`src/dwbm_pkg.sv`:
```
// shared constants, codes and types of the distance window brightness map
package dwbm_pkg;

    localparam int WINDOW_LEN_DEF  = 10;
    localparam int SAMPLE_BITS_DEF = 10;

    localparam int LIMIT_W    = 10;
    localparam int LEVEL_W    = 7;
    localparam int ACTION_W   = 2;
    localparam int AVG_OUT_W  = 10;
    localparam int CFG_IDX_W  = 3;
    localparam int CFG_DATA_W = 10;

    localparam logic [ACTION_W-1:0] ACT_NONE   = 2'd0;
    localparam logic [ACTION_W-1:0] ACT_SET    = 2'd1;
    localparam logic [ACTION_W-1:0] ACT_FAR    = 2'd2;
    localparam logic [ACTION_W-1:0] ACT_NEAR   = 2'd3;

    localparam logic [CFG_IDX_W-1:0] REG_NEAR_LIMIT      = 3'd0;
    localparam logic [CFG_IDX_W-1:0] REG_FAR_LIMIT       = 3'd1;
    localparam logic [CFG_IDX_W-1:0] REG_BASE_BRIGHTNESS = 3'd2;
    localparam logic [CFG_IDX_W-1:0] REG_LEVEL_STEP      = 3'd3;
    localparam logic [CFG_IDX_W-1:0] REG_LEVEL_CEILING   = 3'd4;

    localparam logic [LIMIT_W-1:0] NEAR_LIMIT_RST      = 10'd20;
    localparam logic [LIMIT_W-1:0] FAR_LIMIT_RST       = 10'd100;
    localparam logic [LEVEL_W-1:0] BASE_BRIGHTNESS_RST = 7'd20;
    localparam logic [LEVEL_W-1:0] LEVEL_STEP_RST      = 7'd1;
    localparam logic [LEVEL_W-1:0] LEVEL_CEILING_RST   = 7'd100;

    typedef struct packed {
        logic [LIMIT_W-1:0] near_limit;
        logic [LIMIT_W-1:0] far_limit;
        logic [LEVEL_W-1:0] base_brightness;
        logic [LEVEL_W-1:0] level_step;
        logic [LEVEL_W-1:0] level_ceiling;
    } cfg_t;

endpackage

```
`src/dwbm_cell.sv`:
```
// one cell of the sample window: holds a sample and its filled flag
module dwbm_cell #(
    parameter int SAMPLE_BITS = dwbm_pkg::SAMPLE_BITS_DEF
) (
    input  logic                   aclk,
    input  logic                   aresetn,
    input  logic                   shift_en,
    input  logic [SAMPLE_BITS-1:0] in_sample,
    input  logic                   in_full,
    output logic [SAMPLE_BITS-1:0] out_sample,
    output logic                   out_full
);

    logic [SAMPLE_BITS-1:0] sample_reg;
    logic                   full_reg;

    always_ff @(posedge aclk) begin
        if (!aresetn) begin
            full_reg <= 1'b0;
        end else if (shift_en) begin
            full_reg <= in_full;
        end
    end

    always_ff @(posedge aclk) begin
        if (shift_en) begin
            sample_reg <= in_sample;
        end
    end

    // an empty cell counts as zero
    assign out_sample = full_reg ? sample_reg : '0;
    assign out_full   = full_reg;

endmodule

```
`src/dwbm_avg.sv`:
```
// window average: running sum divided by the window length via reciprocal
module dwbm_avg #(
    parameter int WINDOW_LEN  = dwbm_pkg::WINDOW_LEN_DEF,
    parameter int SAMPLE_BITS = dwbm_pkg::SAMPLE_BITS_DEF
) (
    input  logic                                          aclk,
    input  logic                                          aresetn,
    input  logic                                          in_valid,
    output logic                                          in_ready,
    input  logic [SAMPLE_BITS+$clog2(WINDOW_LEN)-1:0]     in_sum,
    input  logic                                          in_full,
    output logic                                          out_valid,
    input  logic                                          out_ready,
    output logic [SAMPLE_BITS-1:0]                        out_avg,
    output logic                                          out_full
);

    localparam int SUM_W   = SAMPLE_BITS + $clog2(WINDOW_LEN);
    localparam int K       = SUM_W;
    localparam int RECIP_W = K + 1;
    localparam int PROD_W  = SUM_W + RECIP_W;
    localparam logic [RECIP_W-1:0] RECIP = RECIP_W'((64'd1 << K) / WINDOW_LEN);
    localparam logic [SUM_W-1:0]   WLEN  = SUM_W'(WINDOW_LEN);

    logic              va_reg;
    logic [PROD_W-1:0] prod_reg;
    logic [SUM_W-1:0]  sum_a_reg;
    logic              full_a_reg;
    logic              ready_a;

    logic                   vb_reg;
    logic [SAMPLE_BITS-1:0] avg_reg;
    logic                   full_b_reg;
    logic                   ready_b;

    logic [SUM_W-1:0]   q0;
    logic [2*SUM_W-1:0] qw_full;
    logic [SUM_W-1:0]   qw;
    logic [SUM_W-1:0]   rem;
    logic [SUM_W-1:0]   quot;

    assign ready_b  = !vb_reg || out_ready;
    assign ready_a  = !va_reg || ready_b;
    assign in_ready = ready_a;

    always_ff @(posedge aclk) begin
        if (!aresetn) begin
            va_reg <= 1'b0;
        end else if (ready_a) begin
            va_reg <= in_valid;
        end
    end

    always_ff @(posedge aclk) begin
        if (ready_a && in_valid) begin
            prod_reg   <= PROD_W'(in_sum) * PROD_W'(RECIP);
            sum_a_reg  <= in_sum;
            full_a_reg <= in_full;
        end
    end

    // estimate is exact or one low
    assign q0      = prod_reg[K +: SUM_W];
    assign qw_full = q0 * WLEN;
    assign qw      = qw_full[SUM_W-1:0];
    assign rem     = sum_a_reg - qw;
    assign quot    = (rem >= WLEN) ? q0 + SUM_W'(1) : q0;

    always_ff @(posedge aclk) begin
        if (!aresetn) begin
            vb_reg <= 1'b0;
        end else if (ready_b) begin
            vb_reg <= va_reg;
        end
    end

    always_ff @(posedge aclk) begin
        if (ready_b && va_reg) begin
            avg_reg    <= quot[SAMPLE_BITS-1:0];
            full_b_reg <= full_a_reg;
        end
    end

    assign out_valid = vb_reg;
    assign out_avg   = avg_reg;
    assign out_full  = full_b_reg;

endmodule

```
`src/dwbm_classify.sv`:
```
// classification of the average and brightness computation, output register
module dwbm_classify #(
    parameter int SAMPLE_BITS = dwbm_pkg::SAMPLE_BITS_DEF
) (
    input  logic                              aclk,
    input  logic                              aresetn,
    input  logic                              in_valid,
    output logic                              in_ready,
    input  logic [SAMPLE_BITS-1:0]            in_avg,
    input  logic                              in_full,
    input  dwbm_pkg::cfg_t                    cfg,
    output logic                              out_valid,
    input  logic                              out_ready,
    output logic [dwbm_pkg::ACTION_W-1:0]     out_action,
    output logic [dwbm_pkg::LEVEL_W-1:0]      out_brightness,
    output logic                              out_led_lit,
    output logic [dwbm_pkg::AVG_OUT_W-1:0]    out_window_average
);

    localparam int CMP_W = (SAMPLE_BITS > dwbm_pkg::LIMIT_W) ? SAMPLE_BITS
                                                             : dwbm_pkg::LIMIT_W;
    localparam int MUL_W = CMP_W + dwbm_pkg::LEVEL_W;
    localparam int VAL_W = MUL_W + 1;

    logic                             valid_reg;
    logic [dwbm_pkg::ACTION_W-1:0]    action_reg;
    logic [dwbm_pkg::LEVEL_W-1:0]     bright_reg;
    logic                             led_reg;
    logic [dwbm_pkg::AVG_OUT_W-1:0]   avg_reg;

    logic [CMP_W-1:0]              avg_x;
    logic [CMP_W-1:0]              near_x;
    logic [CMP_W-1:0]              far_x;
    logic [CMP_W-1:0]              diff;
    logic [MUL_W-1:0]              prod;
    logic [VAL_W-1:0]              level;
    logic [dwbm_pkg::LEVEL_W-1:0]  level_clamped;
    logic [dwbm_pkg::ACTION_W-1:0] action;
    logic [CMP_W+dwbm_pkg::AVG_OUT_W-1:0] avg_wide;

    assign avg_x  = CMP_W'(in_avg);
    assign near_x = CMP_W'(cfg.near_limit);
    assign far_x  = CMP_W'(cfg.far_limit);
    assign diff   = avg_x - near_x;
    assign prod   = MUL_W'(diff) * MUL_W'(cfg.level_step);
    assign level  = VAL_W'(prod) + VAL_W'(cfg.base_brightness);
    assign level_clamped = (level > VAL_W'(cfg.level_ceiling)) ? cfg.level_ceiling
                                                               : level[dwbm_pkg::LEVEL_W-1:0];
    assign avg_wide = (CMP_W + dwbm_pkg::AVG_OUT_W)'(in_avg);

    always_comb begin
        action = dwbm_pkg::ACT_NONE;
        if (in_full) begin
            if (avg_x > near_x && avg_x < far_x) begin
                action = dwbm_pkg::ACT_SET;
            end else if (avg_x > far_x) begin
                action = dwbm_pkg::ACT_FAR;
            end else if (avg_x < near_x) begin
                action = dwbm_pkg::ACT_NEAR;
            end
        end
    end

    assign in_ready = !valid_reg || out_ready;

    always_ff @(posedge aclk) begin
        if (!aresetn) begin
            valid_reg <= 1'b0;
        end else if (in_ready) begin
            valid_reg <= in_valid;
        end
    end

    always_ff @(posedge aclk) begin
        if (in_ready && in_valid) begin
            action_reg <= action;
            bright_reg <= (action == dwbm_pkg::ACT_SET) ? level_clamped : '0;
            led_reg    <= (action == dwbm_pkg::ACT_FAR);
            avg_reg    <= in_full ? avg_wide[dwbm_pkg::AVG_OUT_W-1:0] : '0;
        end
    end

    assign out_valid          = valid_reg;
    assign out_action         = action_reg;
    assign out_brightness     = bright_reg;
    assign out_led_lit        = led_reg;
    assign out_window_average = avg_reg;

endmodule

```
`src/distance_window_brightness_map.sv`:
```
// top level of the distance window brightness map
//
// s_ channel: one distance sample per request (s_valid/s_ready).
// m_ channel: exactly one result per sample, in order (m_valid/m_ready):
//   action, brightness, led_lit and the truncated window average.
// cfg channel: register writes by index, always ready; write only when idle.
// The window is a chain of WINDOW_LEN cells that shift on every accepted
// sample; the running sum is updated in the same cycle.
// Each accepted sample passes the sum register, reciprocal multiply, quotient
// correction and output register in order before its result shows on m_.
// Throughput: one sample per cycle while m_ready stays high; every stage holds one
// request and moves on as soon as the next stage has room.
// When m_ready is low the result waits in the output register while the
// earlier stages still fill; s_ready drops only once every stage is full.
// Reset empties the window, clears the sum and all stage valids and loads
// the registers with their defaults; no result is produced until a request
// arrives. Results stay action none until WINDOW_LEN samples have entered.
module distance_window_brightness_map #(
    parameter int WINDOW_LEN  = dwbm_pkg::WINDOW_LEN_DEF,
    parameter int SAMPLE_BITS = dwbm_pkg::SAMPLE_BITS_DEF
) (
    input  logic                               aclk,
    input  logic                               aresetn,
    input  logic                               s_valid,
    output logic                               s_ready,
    input  logic [SAMPLE_BITS-1:0]             s_distance_sample,
    output logic                               m_valid,
    input  logic                               m_ready,
    output logic [dwbm_pkg::ACTION_W-1:0]      m_action,
    output logic [dwbm_pkg::LEVEL_W-1:0]       m_brightness,
    output logic                               m_led_lit,
    output logic [dwbm_pkg::AVG_OUT_W-1:0]     m_window_average,
    input  logic                               cfg_valid,
    output logic                               cfg_ready,
    input  logic [dwbm_pkg::CFG_IDX_W-1:0]     cfg_index,
    input  logic [dwbm_pkg::CFG_DATA_W-1:0]    cfg_data
);

    localparam int SUM_W = SAMPLE_BITS + $clog2(WINDOW_LEN);

    dwbm_pkg::cfg_t cfg_reg;

    logic [SAMPLE_BITS-1:0] cell_sample [WINDOW_LEN];
    logic                   cell_full   [WINDOW_LEN];

    logic             s1_valid_reg;
    logic [SUM_W-1:0] sum_reg;
    logic [SUM_W-1:0] sum_next;
    logic             accept;
    logic             avg_in_ready;

    logic                   avg_valid;
    logic                   avg_ready;
    logic [SAMPLE_BITS-1:0] avg_value;
    logic                   avg_full;

    assign cfg_ready = 1'b1;

    always_ff @(posedge aclk) begin
        if (!aresetn) begin
            cfg_reg.near_limit      <= dwbm_pkg::NEAR_LIMIT_RST;
            cfg_reg.far_limit       <= dwbm_pkg::FAR_LIMIT_RST;
            cfg_reg.base_brightness <= dwbm_pkg::BASE_BRIGHTNESS_RST;
            cfg_reg.level_step      <= dwbm_pkg::LEVEL_STEP_RST;
            cfg_reg.level_ceiling   <= dwbm_pkg::LEVEL_CEILING_RST;
        end else if (cfg_valid) begin
            case (cfg_index)
                dwbm_pkg::REG_NEAR_LIMIT: begin
                    cfg_reg.near_limit <= cfg_data[dwbm_pkg::LIMIT_W-1:0];
                end
                dwbm_pkg::REG_FAR_LIMIT: begin
                    cfg_reg.far_limit <= cfg_data[dwbm_pkg::LIMIT_W-1:0];
                end
                dwbm_pkg::REG_BASE_BRIGHTNESS: begin
                    cfg_reg.base_brightness <= cfg_data[dwbm_pkg::LEVEL_W-1:0];
                end
                dwbm_pkg::REG_LEVEL_STEP: begin
                    cfg_reg.level_step <= cfg_data[dwbm_pkg::LEVEL_W-1:0];
                end
                dwbm_pkg::REG_LEVEL_CEILING: begin
                    cfg_reg.level_ceiling <= cfg_data[dwbm_pkg::LEVEL_W-1:0];
                end
                default: begin
                end
            endcase
        end
    end

    assign s_ready = !s1_valid_reg || avg_in_ready;
    assign accept  = s_valid && s_ready;

    genvar gi;
    generate
        for (gi = 0; gi < WINDOW_LEN; gi++) begin : g_cell
            if (gi == 0) begin : g_head
                dwbm_cell #(
                    .SAMPLE_BITS(SAMPLE_BITS)
                ) u_cell (
                    .aclk      (aclk),
                    .aresetn   (aresetn),
                    .shift_en  (accept),
                    .in_sample (s_distance_sample),
                    .in_full   (1'b1),
                    .out_sample(cell_sample[gi]),
                    .out_full  (cell_full[gi])
                );
            end else begin : g_body
                dwbm_cell #(
                    .SAMPLE_BITS(SAMPLE_BITS)
                ) u_cell (
                    .aclk      (aclk),
                    .aresetn   (aresetn),
                    .shift_en  (accept),
                    .in_sample (cell_sample[gi-1]),
                    .in_full   (cell_full[gi-1]),
                    .out_sample(cell_sample[gi]),
                    .out_full  (cell_full[gi])
                );
            end
        end
    endgenerate

    // oldest sample leaves the window as the new one enters
    assign sum_next = sum_reg - SUM_W'(cell_sample[WINDOW_LEN-1])
                    + SUM_W'(s_distance_sample);

    always_ff @(posedge aclk) begin
        if (!aresetn) begin
            s1_valid_reg <= 1'b0;
            sum_reg      <= '0;
        end else begin
            if (s_ready) begin
                s1_valid_reg <= s_valid;
            end
            if (accept) begin
                sum_reg <= sum_next;
            end
        end
    end

    dwbm_avg #(
        .WINDOW_LEN (WINDOW_LEN),
        .SAMPLE_BITS(SAMPLE_BITS)
    ) u_avg (
        .aclk     (aclk),
        .aresetn  (aresetn),
        .in_valid (s1_valid_reg),
        .in_ready (avg_in_ready),
        .in_sum   (sum_reg),
        .in_full  (cell_full[WINDOW_LEN-1]),
        .out_valid(avg_valid),
        .out_ready(avg_ready),
        .out_avg  (avg_value),
        .out_full (avg_full)
    );

    dwbm_classify #(
        .SAMPLE_BITS(SAMPLE_BITS)
    ) u_classify (
        .aclk              (aclk),
        .aresetn           (aresetn),
        .in_valid          (avg_valid),
        .in_ready          (avg_ready),
        .in_avg            (avg_value),
        .in_full           (avg_full),
        .cfg               (cfg_reg),
        .out_valid         (m_valid),
        .out_ready         (m_ready),
        .out_action        (m_action),
        .out_brightness    (m_brightness),
        .out_led_lit       (m_led_lit),
        .out_window_average(m_window_average)
    );

endmodule

```
`config.mk`:
```
export PLATFORM = sky130hd
export DESIGN_NAME = distance_window_brightness_map
export DESIGN_NICKNAME = d
export VERILOG_FILES = /design/src/dwbm_pkg.sv /design/src/dwbm_cell.sv /design/src/dwbm_avg.sv /design/src/dwbm_classify.sv /design/src/distance_window_brightness_map.sv
export SDC_FILE = /design/constraint.sdc
export NUM_CORES = 1
export LEC_CHECK = 0
export BUFFER_PORTS_ARGS = -buffer_cell sky130_fd_sc_hd__buf_2
export CAP_MARGIN = 20
export CORE_MARGIN = 8
export CORE_UTILIZATION = 55
export DETAILED_ROUTE_END_ITERATION = 6
export PLACE_DENSITY = 0.79
export SYNTH_ARGS = -nofsm -noshare
export SYNTH_HDL_FRONTEND = slang
export SYNTH_SLANG_ARGS = --single-unit
```
`constraint.sdc`:
```
create_clock -name aclk -period 6.1 [get_ports aclk]
set_clock_uncertainty 0.1 [all_clocks]
set_input_delay 1.83 -clock aclk [delete_from_list [all_inputs] [get_ports aclk]]
set_output_delay 1.83 -clock aclk [all_outputs]
set_load 0.01 [all_outputs]
```
After elaboration in Yosys (flattened, before gate mapping)
Cells that the tools add are included.

operators by class
  add/sub/neg operators = 6
  $mul = 3
  magnitude comparators = 6
  equality and inequality tests = 6
  muxes and demuxes = 7
  reduce and logical (&&, ||, !) cells = 19

operators with widths
  operator                  number
  $mul A14 B10 Y24 const B  1
  $gt A10 B10 Y1            2
  $lt A10 B10 Y1            2
  $mux W10                  2
  $add A17 B7 Y18           1
  $gt A18 B7 Y1             1
  $mul A10 B7 Y17           1
  $add A14 B10 Y14          1
  $ge A14 B4 Y1 const B     1
  $sub A14 B10 Y14          1
  $sub A14 B14 Y14          1
  $mul A11 B3 Y13 const B   1
  $add A10 B1 Y10 const B   1
  $reduce_and A2 Y1         5
  $sub A10 B10 Y10          1
  $mux W2                   4
  $mux W7                   1
  $eq A3 B2 Y1 const B      2
  $logic_and A1 B1 Y1       5
  $logic_not A1 Y1          4
  $logic_or A1 B1 Y1        4
  $eq A3 B1 Y1 const B      1
  $eq A3 B3 Y1 const B      1
  $logic_not A3 Y1          1
  other kinds (2)           2

storage, ports and cells
  bits in registers = 239
  input port bits = 28
  output and inout port bits = 23
  word-level logic and storage cells = 86

Longest topological paths before layout
Gate-level depths: netlist of run 1.

  depth after elaboration = 6
  depth in mapped cells = 29
  mapped depth without buffers = 28

Hierarchy
Synthesis of run 1 repeated with hierarchy kept, for this count alone.

unflattened totals
  cell total of the unflattened synthesis = 1574
  area, all modules = 16488.3 um2

by module, submodules not included
  module                          times used  cells an instance  area each (um2)  seq. area each (um2)
  dwbm_avg                        1           467                4807.1           1121.1
  dwbm_classify                   1           501                4560.6           620.6
  dwbm_cell                       10          24                 410.4            320.3
  distance_window_brightness_map  1           366                3016.6           1121.1

Worst setup path after synthesis of run 1
Ideal clock, no wire load.

  kind = reg-to-reg
  start point = register u_avg.avg_reg[0] (netlist: u_avg.out_avg[0])
  end point = register u_classify.bright_reg (netlist bit u_classify.out_brightness[2]), data pin
  setup time = 0.259 ns
  arrival time = 6.377 ns
  data required time = 5.741 ns
  setup slack = -0.636 ns
  stages on the path, launching flop included = 28
  buffers on the path = 1
  period minus slack after synthesis = 6.736 ns
  path through = edfxtp_1 inv_1 ha_1 inv_1 fa_1 a21o_1 a21oi_1 nand2b_1 a21boi_0 o41a_1 xor2_1 and2_1 fa_1 fa_1 fa_1 inv_1 fa_1 inv_1 ha_1 a211oi_1 o21ai_0 a211oi_1 o21ai_0 xor2_1 or4b_1 buf_2 o21ai_0 a21boi_1

on the way
  word-level cells in the longest chain between the ends = 6
  elaborated cells between the ends (all ways) = 15
  classes of those cells = 2 x add/sub; 1 x mul; 5 x order compare; 1 x eq/ne; 5 x mux; 1 x reduce/logical

ends and longest elaborated chain
  item                                                     RTL line             source
  from (decl)                                              dwbm_avg.sv:32       logic [SAMPLE_BITS-1:0] avg_reg;
  from (signal assigned)                                   dwbm_avg.sv:79       avg_reg <= quot[SAMPLE_BITS-1:0];
  branches (longest 6 deep; another with $add A17 B7 Y18)  --
  to (signal assigned)                                     dwbm_classify.sv:77  bright_reg <= (action == dwbm_pkg::ACT_SET) ? level_clamped : '0;
  to (decl)                                                dwbm_classify.sv:27  logic [dwbm_pkg::LEVEL_W-1:0] bright_reg;

Several ways; the timed one is not identified.
A chain may end at the register's enable or synchronous reset.

Worst setup path in the final report of run 1
  start point = register u_avg.avg_reg[0] (netlist: u_avg.out_avg[0])
  end point = register u_classify.bright_reg (netlist bit u_classify.out_brightness[3]), data pin

The elaborated chain is that of the path after synthesis.

==> metrics.txt, run 1 <==
switching share of power=0.4141; Routed WL=34.40 mm; max-slew violation count=0; Yosys cell types=80; NetSw=around 3.3 mW; area growth from synthesis to layout=14.25%; PwrDens=430.6 nW/um2; largest net degree at the start of global routing=90; share of cells above drive strength 1=0.1475; drt first-iter violations=just over 700; DP Area=between 15000 and 20000 um2; status=complete, but fails checks; clk root buf=clkbuf_16; data required time of the worst path=~6300 ps; setup violators final=7; clk sinks=about 230; Crit-path slowest cell=or4b_4; gr usage total=0.1932; Logic pwr share=0.575; kind of critical path=reg -> reg; Die Ht=188.1 um; ys flop type=edfxtp_1; die area=roughly 35000 um2; Pint=approximately 4.7 mW; Post-Syn Area per Cell=between 10 and 15 um2; clk slew on worst S/H paths=60 ps; Max clock buf depth=3; Max-Cap Viols=0; DRC=0; vias in the first global route=about 12000; Flop pwr share=0.250; syn nets=1891; buffers added on ports=49; WHS=around 320 ps; Starting Density=0.5543; Worst-Margin Slew=roughly 1000 ps; number of flops mapped to enable cells by yosys=about 160; Worst slew margin=0.3400; Routability Congestion=around 0.91; Final ANT Viol Nets=0; CP Launch Type=flip-flop; CTS tree=yes; CP max FO=7; Post-layout nets=~2000; total grt overflow=0; critical path arrival=6720 ps; crit path time final=~6500 ps; crit path capture type=flip-flop; most frequent cells in the layout=inv_1 (211), ha_1 (186), and2_1 (159); Post-Synthesis Cells=1573; Inserted Clock Buffers=25; initial antenna violation count=0; maximum VDD drop=between 0.0003 and 0.0004 V; failing checks=negative setup slack; crit share post-route=1.074; Ant. Diodes=0; num ports=between 50 and 60; synthesized flop and latch total=between 200 and 250; Post-Synthesis Cell Area=between 15000 and 20000 um2; H-tree Lvls=1; FFs w/ async S/R, synth=0; core area=29400 um2; DR vias=approximately 12000; Max Fclk=between 150 and 200 MHz; dpl ws=-696.2 ps; row cnt=63; Clock power frac=0.176; global-route wire length before repair=~57 mm; hold crit path type=reg -> reg; setup tns final=-2987 ps; CTS Hold Bufs=0; fin area=approximately 19000 um2; vias per cell=roughly 5.5; DIE WIDTH=188.1 um; dpl hpwl=26.51 mm; Leak Pwr=8.482 nW; CP max stage delay=between 500 and 600 ps; Final Worst Setup Slack=-450.0 ps; Largest register FFs=90; Skew-Pair Late Insertion Delay=540 ps; DR WL/cell=approximately 16 um; most common cell after layout, fill and taps aside=inv_1; Ys Warns=0; Crit path top cell by count=fa_1; Pre-antenna DRT Iters=4; unrepaired setup endpoints after global routing=yes; Seq/Total Area, Yosys=0.3722; endpoints failing hold=0
## final timing paths
| check | from | endpoint | slack (ps) | cells past startpoint |
|---|---|---|---|---|
| max | u_avg.out_avg[0] | u_classify.out_brightness[3] | -450 | 26 |
| min | u_avg.full_a_reg | u_avg.out_full | 320 | 0 |
| max reg2reg | u_avg.out_avg[0] | u_classify.out_brightness[3] | -450 | 26 |
| min reg2reg | u_avg.full_a_reg | u_avg.out_full | 320 | 0 |
## per-stage QoR
stage	power, mW	cells	utilization
after floorplan	5.361	1573	-
after global placement	6.226	2048	0.5962
after detailed placement	6.439	2049	0.5963
after CTS	7.939	2098	0.6252
after global routing	8.688	2105	0.6333
final	8.018	2105	0.6333
## logic make-up (layout without fill, tap and decap cells)
family          count (synthesis)  after routing  synth area share
mux                            11             11          0.007140
other cells                     1              1         0.0002301
xor+xnor                       46             46           0.02472
fa+ha+maj                     290            290            0.2664
buf+inv                       258            400           0.06027
simple gates                  494            494            0.1615
compound gates                248            248            0.1075
flops                         225            225            0.3722
## per-layer routing
layer,share of wire,vias up,track usage
li1,-,5600,-
met1,0.45,5619,0.2524
met2,0.47,287,0.3303
met3,0.052,63,0.02842
met4,0.026,0,0.05242
met5,0,-,0
## area by class of cell
cell class	count	area, um2
timing repair buffer	141	944.7
inverter	215	809.5
tap	390	488.0
sequential	225	6066
multi-input combinational	1090	9552
fill	2165	10780
clock inverter	15	118.9
clock buffer	29	640.6
## Yosys cell counts (all sizes together) (3+ instances only)
library cell	n	share of area
or2	4	0.0015
o21ai	42	0.013
nand2	137	0.032
or3	6	0.0023
o221ai	3	0.0020
o211ai	14	0.0068
o21a	13	0.0060
a211o	3	0.0016
xor2	24	0.013
o22ai	4	0.0015
mux2i	9	0.0055
edfxtp	156	0.29
o21bai	6	0.0028
nor2	49	0.011
nor2b	31	0.012
fa	95	0.12
inv	214	0.049
a21o	19	0.0088
ha	195	0.15
a211oi	12	0.0061
nand2b	11	0.0042
nand4	8	0.0031
nor3b	5	0.0023
and2	163	0.063
buf	4	0.0018
o2111ai	8	0.0043
clkbuf	39	0.0090
nor4b	3	0.0020
o31ai	4	0.0018
and3	7	0.0027
nor3	17	0.0052
nor4	4	0.0025
a21boi	51	0.023
a31oi	7	0.0027
nand3b	5	0.0023
nand3	33	0.010
dfxtp	69	0.085
a2111oi	4	0.0030
xnor2	22	0.012
a21oi	39	0.012
## power by group through the flow
stage / logic (mW) / clock network, mW / registers [mW]
3_3_place_gp: 4.20 / 0 / 2.03
3_5_place_dp: 4.41 / 0 / 2.03
4_1_cts: 4.50 / 1.43 / 2.00
2_1_floorplan: 3.38 / 0 / 1.98
5_1_grt: 5.18 / 1.49 / 2.02
6_report: 4.61 / 1.41 / 2.00
## worst max-delay path: cells and delay by family, from the launching register on
kind	cells	cell delay, ps
buffers and inverters	4	230
AO/OA/AOI/OAI	10	1570
adder cells (fa/ha/maj)	7	2590
XOR/XNOR	2	500
AND/OR/NAND/NOR	3	920
flip-flops	1	370
## repair_timing
item | 4_1_cts | 5_1_grt
setup buffers | 5 | 6
pin swaps | 16 | 17
resized for setup | 16 | 31
endpoints found under the setup margin | 7 | 7
(Power assumes the default switching activity.)
==> run 2, diff against run 1 <==
- CORE_ASPECT_RATIO: default -> 0.9
==> run 2 against run 1 <==
- cell count barely moved
- combinational power fell by 3%
- hold slack improved by 49 ps
- utilization rose by 0.65 points
- the run still ends with negative setup slack left
- non-clock buffer count fell by 6
- largest power group unchanged
- register-to-register slack got worse by 70 ps
- die area barely moved
- fmax fell by 1.0%
- worst setup slack got worse by 68 ps
- clock power rose by 4%
- critical path depth rose by 2
- clock-buffer cell count rose by 5
==> metrics.txt, run 2 (same netlist as run 1, synthesis figures left out) <==
Crit-path slowest cell=fa_1; kind of critical path=reg -> reg; clk slew on worst S/H paths=approximately 60 ps; dpl hpwl=roughly 26 mm; Max Fclk=roughly 150 MHz; Final Worst Setup Slack=-517.8 ps; Crit path top cell by count=fa_1; num ports=just over 50; DRC=0; critical path arrival=slightly below 7000 ps; Final ANT Viol Nets=0; Power Total=between 7 and 8 mW; largest net degree at the start of global routing=83; family with the most delay on the worst path=adder cells; core area=29010 um2; vias per cell=around 5.5; Routability Congestion=between 0.8 and 0.9; Routed WL=between 30 and 40 mm; setup violators final=7; clk sinks=roughly 230; Cells after DPL=slightly above 2000; row cnt=between 50 and 60; endpoints failing hold=0; global-route wire length before repair=about 57 mm; failing checks=negative setup slack; Worst slew margin=0.3648; Worst R2R Setup Slack=-520 ps; Die Ht=around 180 um; Max-Cap Viols=0; DIE WIDTH=197.4 um; Leak Pwr=8.489 nW; area growth from synthesis to layout=13.90%; total grt overflow=0; die area=approximately 35000 um2; initial antenna violation count=0; clk root buf=clkbuf_16; hold crit path type=reg -> reg; drt first-iter violations=508; Inserted Clock Buffers=25; CP max FO=7; DR vias=between 10000 and 15000; crit share post-route=1.085; crit path capture type=flip-flop; max-slew violation count=0; Post-layout nets=2010; Largest register FFs=90; Max clock buf depth=3; status=complete, but fails checks; Pre-antenna DRT Iters=5; most frequent cells in the layout=inv_1 (210), ha_1 (189), and2_1 (161); most common cell after layout, fill and taps aside=inv_1; CTS tree=yes; Skew-Pair Late Insertion Delay=roughly 530 ps; CP max stage delay=560 ps; buffers added on ports=49; Starting Density=0.5617; unrepaired setup endpoints after global routing=yes; gr usage total=0.1933; DR WL/cell=roughly 16 um; crit path time final=6618 ps; vias in the first global route=around 12000; CP Launch Type=flip-flop; Worst-Margin Slew=between 900 and 1000 ps; H-tree Lvls=1; maximum VDD drop=between 0.0003 and 0.0004 V; Crit path buffers/inverters=5; Finished Layout Cells=between 2000 and 2500; PwrDens=about 430 nW/um2; data required time of the worst path=approximately 6300 ps; share of cells above drive strength 1=0.1409; CTS Hold Bufs=0; Ant. Diodes=0
## run 2: worst reg2reg max path, delay by kind of cell (launching register included)
family | cells | cell delay [ps]
adders and majority gates | 8 | 2950
AOI/OAI and AO/OA | 8 | 1190
and+or+nand+nor | 6 | 1140
buffers and inverters | 5 | 460
DFF | 1 | 380
xor gates and xnor gates | 1 | 120
## run 2: final timing paths
kind | startpoint | depth (start not counted) | to
worst min-delay path | cfg_reg[39] | 2 | cfg_reg[39]
worst min register to register | cfg_reg[39] | 2 | cfg_reg[39]
worst max register to register | u_avg.out_avg[0] | 28 | u_classify.out_brightness[5]
worst max-delay path | u_avg.out_avg[0] | 28 | u_classify.out_brightness[5]
## run 2: per-layer routing
metal | wire length (um) | global-route usage
met4 | 803 | 0.05763
met1 | 14810 | 0.2452
met3 | 1513 | 0.02552
met2 | 16410 | 0.3417
met5 | 0 | 0
## run 2: final cells by class
cell class	instances	area (um2)
timing repair buffer	135	902.1
clock buffer	34	700.7
inverter	215	809.5
sequential	225	6066
tap	396	495.5
fill	2285	10450
multi-input combinational	1090	9483
clock inverter	12	105.1
## run 2: what timing repair did
action	CTS	global route
setup buffers	1	6
gates resized for setup	16	19
pin swaps	19	13
setup endpoints to repair	7	7
## run 2: through the flow
stage	TNS [ps]	setup slack (ps)	instance area, um2	utilization	hold slack (ps)
after floorplan	-2203	-317.5	16370	-	300.3
after global placement	-3674	-534.4	17520	0.6039	352.2
after detailed placement	-4784	-725.2	17520	0.6039	363.6
after CTS	-2937	-448.0	18400	0.6343	371.8
after global routing	-4989	-726.1	18560	0.6398	378.5
final	-3383	-517.8	18560	0.6398	370.7
## run 2: where the power goes
| part | switching (mW) | internal, mW | total [mW] |
|---|---|---|---|
| sequential | 0.168 | 1.85 | 2.01 |
| combinational | 2.47 | 2.02 | 4.49 |
| clock | 0.618 | 0.853 | 1.47 |
==> run 3, diff against run 2 <==
- clock period: 6.1 -> 5.8 ns (I/O delays scaled with it)
==> run 3 against run 2 <==
- the run still ends with negative setup slack left
- final area rose by 1.6%
- clock power rose by 20%
- hold slack got worse by 2.8 ps
- utilization rose by 1.1 points
- critical path type unchanged
- highest routed layer unchanged
==> metrics.txt, run 3 (same netlist as run 1, synthesis figures left out) <==
status=complete, but fails checks; failing checks=negative setup slack; H-tree Lvls=1; Worst Reg-to-Reg Cells=24; CP max stage delay=560 ps; Final ANT Viol Nets=0; Inserted Clock Buffers=25; Starting Density=0.5617; Final Worst Setup Slack=-704.6 ps; DR WL/cell=approximately 16 um; Routed WL=34.87 mm; area growth from synthesis to layout=15.77%; most common cell after layout, fill and taps aside=inv_1; CP Launch Type=flip-flop; row cnt=59; DRC=0; dpl ws=-1001 ps; Max clock buf depth=3; Routability Congestion=around 0.89; worst-path cell chain=ha_1 > nor2b_1 > o21ai_1 > a21boi_1 > buf_4 > nor2_2 > nand2_1 > fa_1 > fa_1 > inv_1 > fa_1 > fa_1 > ha_4 > a211oi_1 > nor2_1 > ha_1 > nand2_1 > o21ai_0 > o31a_1 > o22ai_1 > and4b_1 > or4b_4 > o21ai_2 > a21boi_1; crit share post-route=1.121; Max-Cap Viols=0; Max Fclk=about 150 MHz; Skew-Pair Late Insertion Delay=~540 ps; Crit-path slowest cell=fa_1; maximum VDD drop=~0.00033 V; critical path arrival=6690 ps; Hold Startpoint=cfg_reg[24]; Worst R2R Setup Slack=-700 ps; hold crit path type=reg -> reg; CTS Hold Bufs=0; buffers added on ports=49; hold endpoint=cfg_reg[24]; vias per cell=~5.5; gr usage total=0.2017; initial antenna violation count=0; DP Area=17690 um2; DIE WIDTH=slightly below 200 um; setup violators final=7; Hold Path Cell Cnt=2; clk slew on worst S/H paths=60 ps; R2R Path End=u_classify.out_brightness[5]; PwrDens=460.0 nW/um2; dpl hpwl=between 20 and 30 mm; reg2reg start=u_avg.out_avg[1]; Worst slew margin=0.3665; Worst-Margin Slew=around 950 ps; max-slew violation count=0; kind of critical path=reg -> reg; endpoints failing hold=0; crit path capture type=flip-flop; die area=between 30000 and 40000 um2; core area=about 29000 um2; total grt overflow=0; crit path time final=around 6500 ps; clk root buf=clkbuf_16; clk sinks=about 230; largest net degree at the start of global routing=74; fin area=~19000 um2; Ant. Diodes=0; Leak Pwr=8.670 nW; drt first-iter violations=a little under 600; Pre-antenna DRT Iters=5; Post-layout nets=2036; CTS tree=yes; num ports=51; Crit path top cell by count=fa_1; Die Ht=roughly 180 um; share of cells above drive strength 1=0.1554; CP max FO=7; most frequent cells in the layout=inv_1 (208), ha_1 (189), and2_1 (161); global-route wire length before repair=58.64 mm; unrepaired setup endpoints after global routing=yes; DR vias=11630; data required time of the worst path=5990 ps; Largest register FFs=90; vias in the first global route=12330
run 3: final cells by class:
class / instances / area (um2)
clock buffers: 33 / 726.9
clock inverters: 13 / 200.2
fillers: 2200 / 10140
inverters: 215 / 809.5
multi-input cells: 1090 / 9472
flip-flops and latches: 225 / 6066
well taps: 396 / 495.5
repair buffers: 161 / 1097
run 3: metrics by stage:
step | power (mW) | utilization | instances | hold WS (ps) | setup TNS, ps
after global placement | 6.603 | 0.6099 | 2075 | 351.8 | -5941
after global routing | 9.450 | 0.6503 | 2133 | 383.6 | -6795
after CTS | 8.650 | 0.6450 | 2126 | 371.7 | -4759
after detailed placement | 6.785 | 0.6099 | 2075 | 362.7 | -6738
final | 8.679 | 0.6503 | 2133 | 367.9 | -4587
after floorplan | 5.636 | - | 1573 | 300.3 | -4303
run 3: what timing repair did:
action                                  in CTS  in global routing
endpoints found under the setup margin       7                  7
gates resized for setup                     19                 19
pin swaps                                   31                 12
setup buffers                                5                  5
run 3: worst max path at each step:
stage                startpoint                           end  slack [ps]  depth (start not counted)
6_report       u_avg.out_avg[1]  u_classify.out_brightness[5]        -700                         24
5_1_grt        u_avg.out_avg[1]  u_classify.out_brightness[6]       -1000                         27
4_1_cts        u_avg.out_avg[0]  u_classify.out_brightness[6]        -700                         26
3_5_place_dp   u_avg.out_avg[0]  u_classify.out_brightness[5]       -1000                         26
3_3_place_gp   u_avg.out_avg[0]  u_classify.out_brightness[0]        -860                         26
2_1_floorplan  u_avg.out_avg[0]  u_classify.out_brightness[0]        -620                         27
run 3: routing by layer:
layer | vias up | share of wire | track usage
met5 | - | 0 | 0
met4 | 0 | 0.028 | 0.06765
met3 | 74 | 0.044 | 0.02834
met2 | 262 | 0.49 | 0.3610
met1 | 5648 | 0.44 | 0.2485
li1 | 5641 | - | -
run 3: critical path: cells and delay by family, from the launching register on:
kind	cells	cell delay, ps
flip-flops	1	420
buffers and inverters	2	210
AO/OA/AOI/OAI	8	1270
adder cells (fa/ha/maj)	7	2880
AND/OR/NAND/NOR	7	1360
run 3: where the power goes:
part	total [mW]	internal, mW	switching [mW]
Combinational	4.82	2.17	2.65
Clock	1.76	1.07	0.688
Sequential	2.10	1.94	0.159
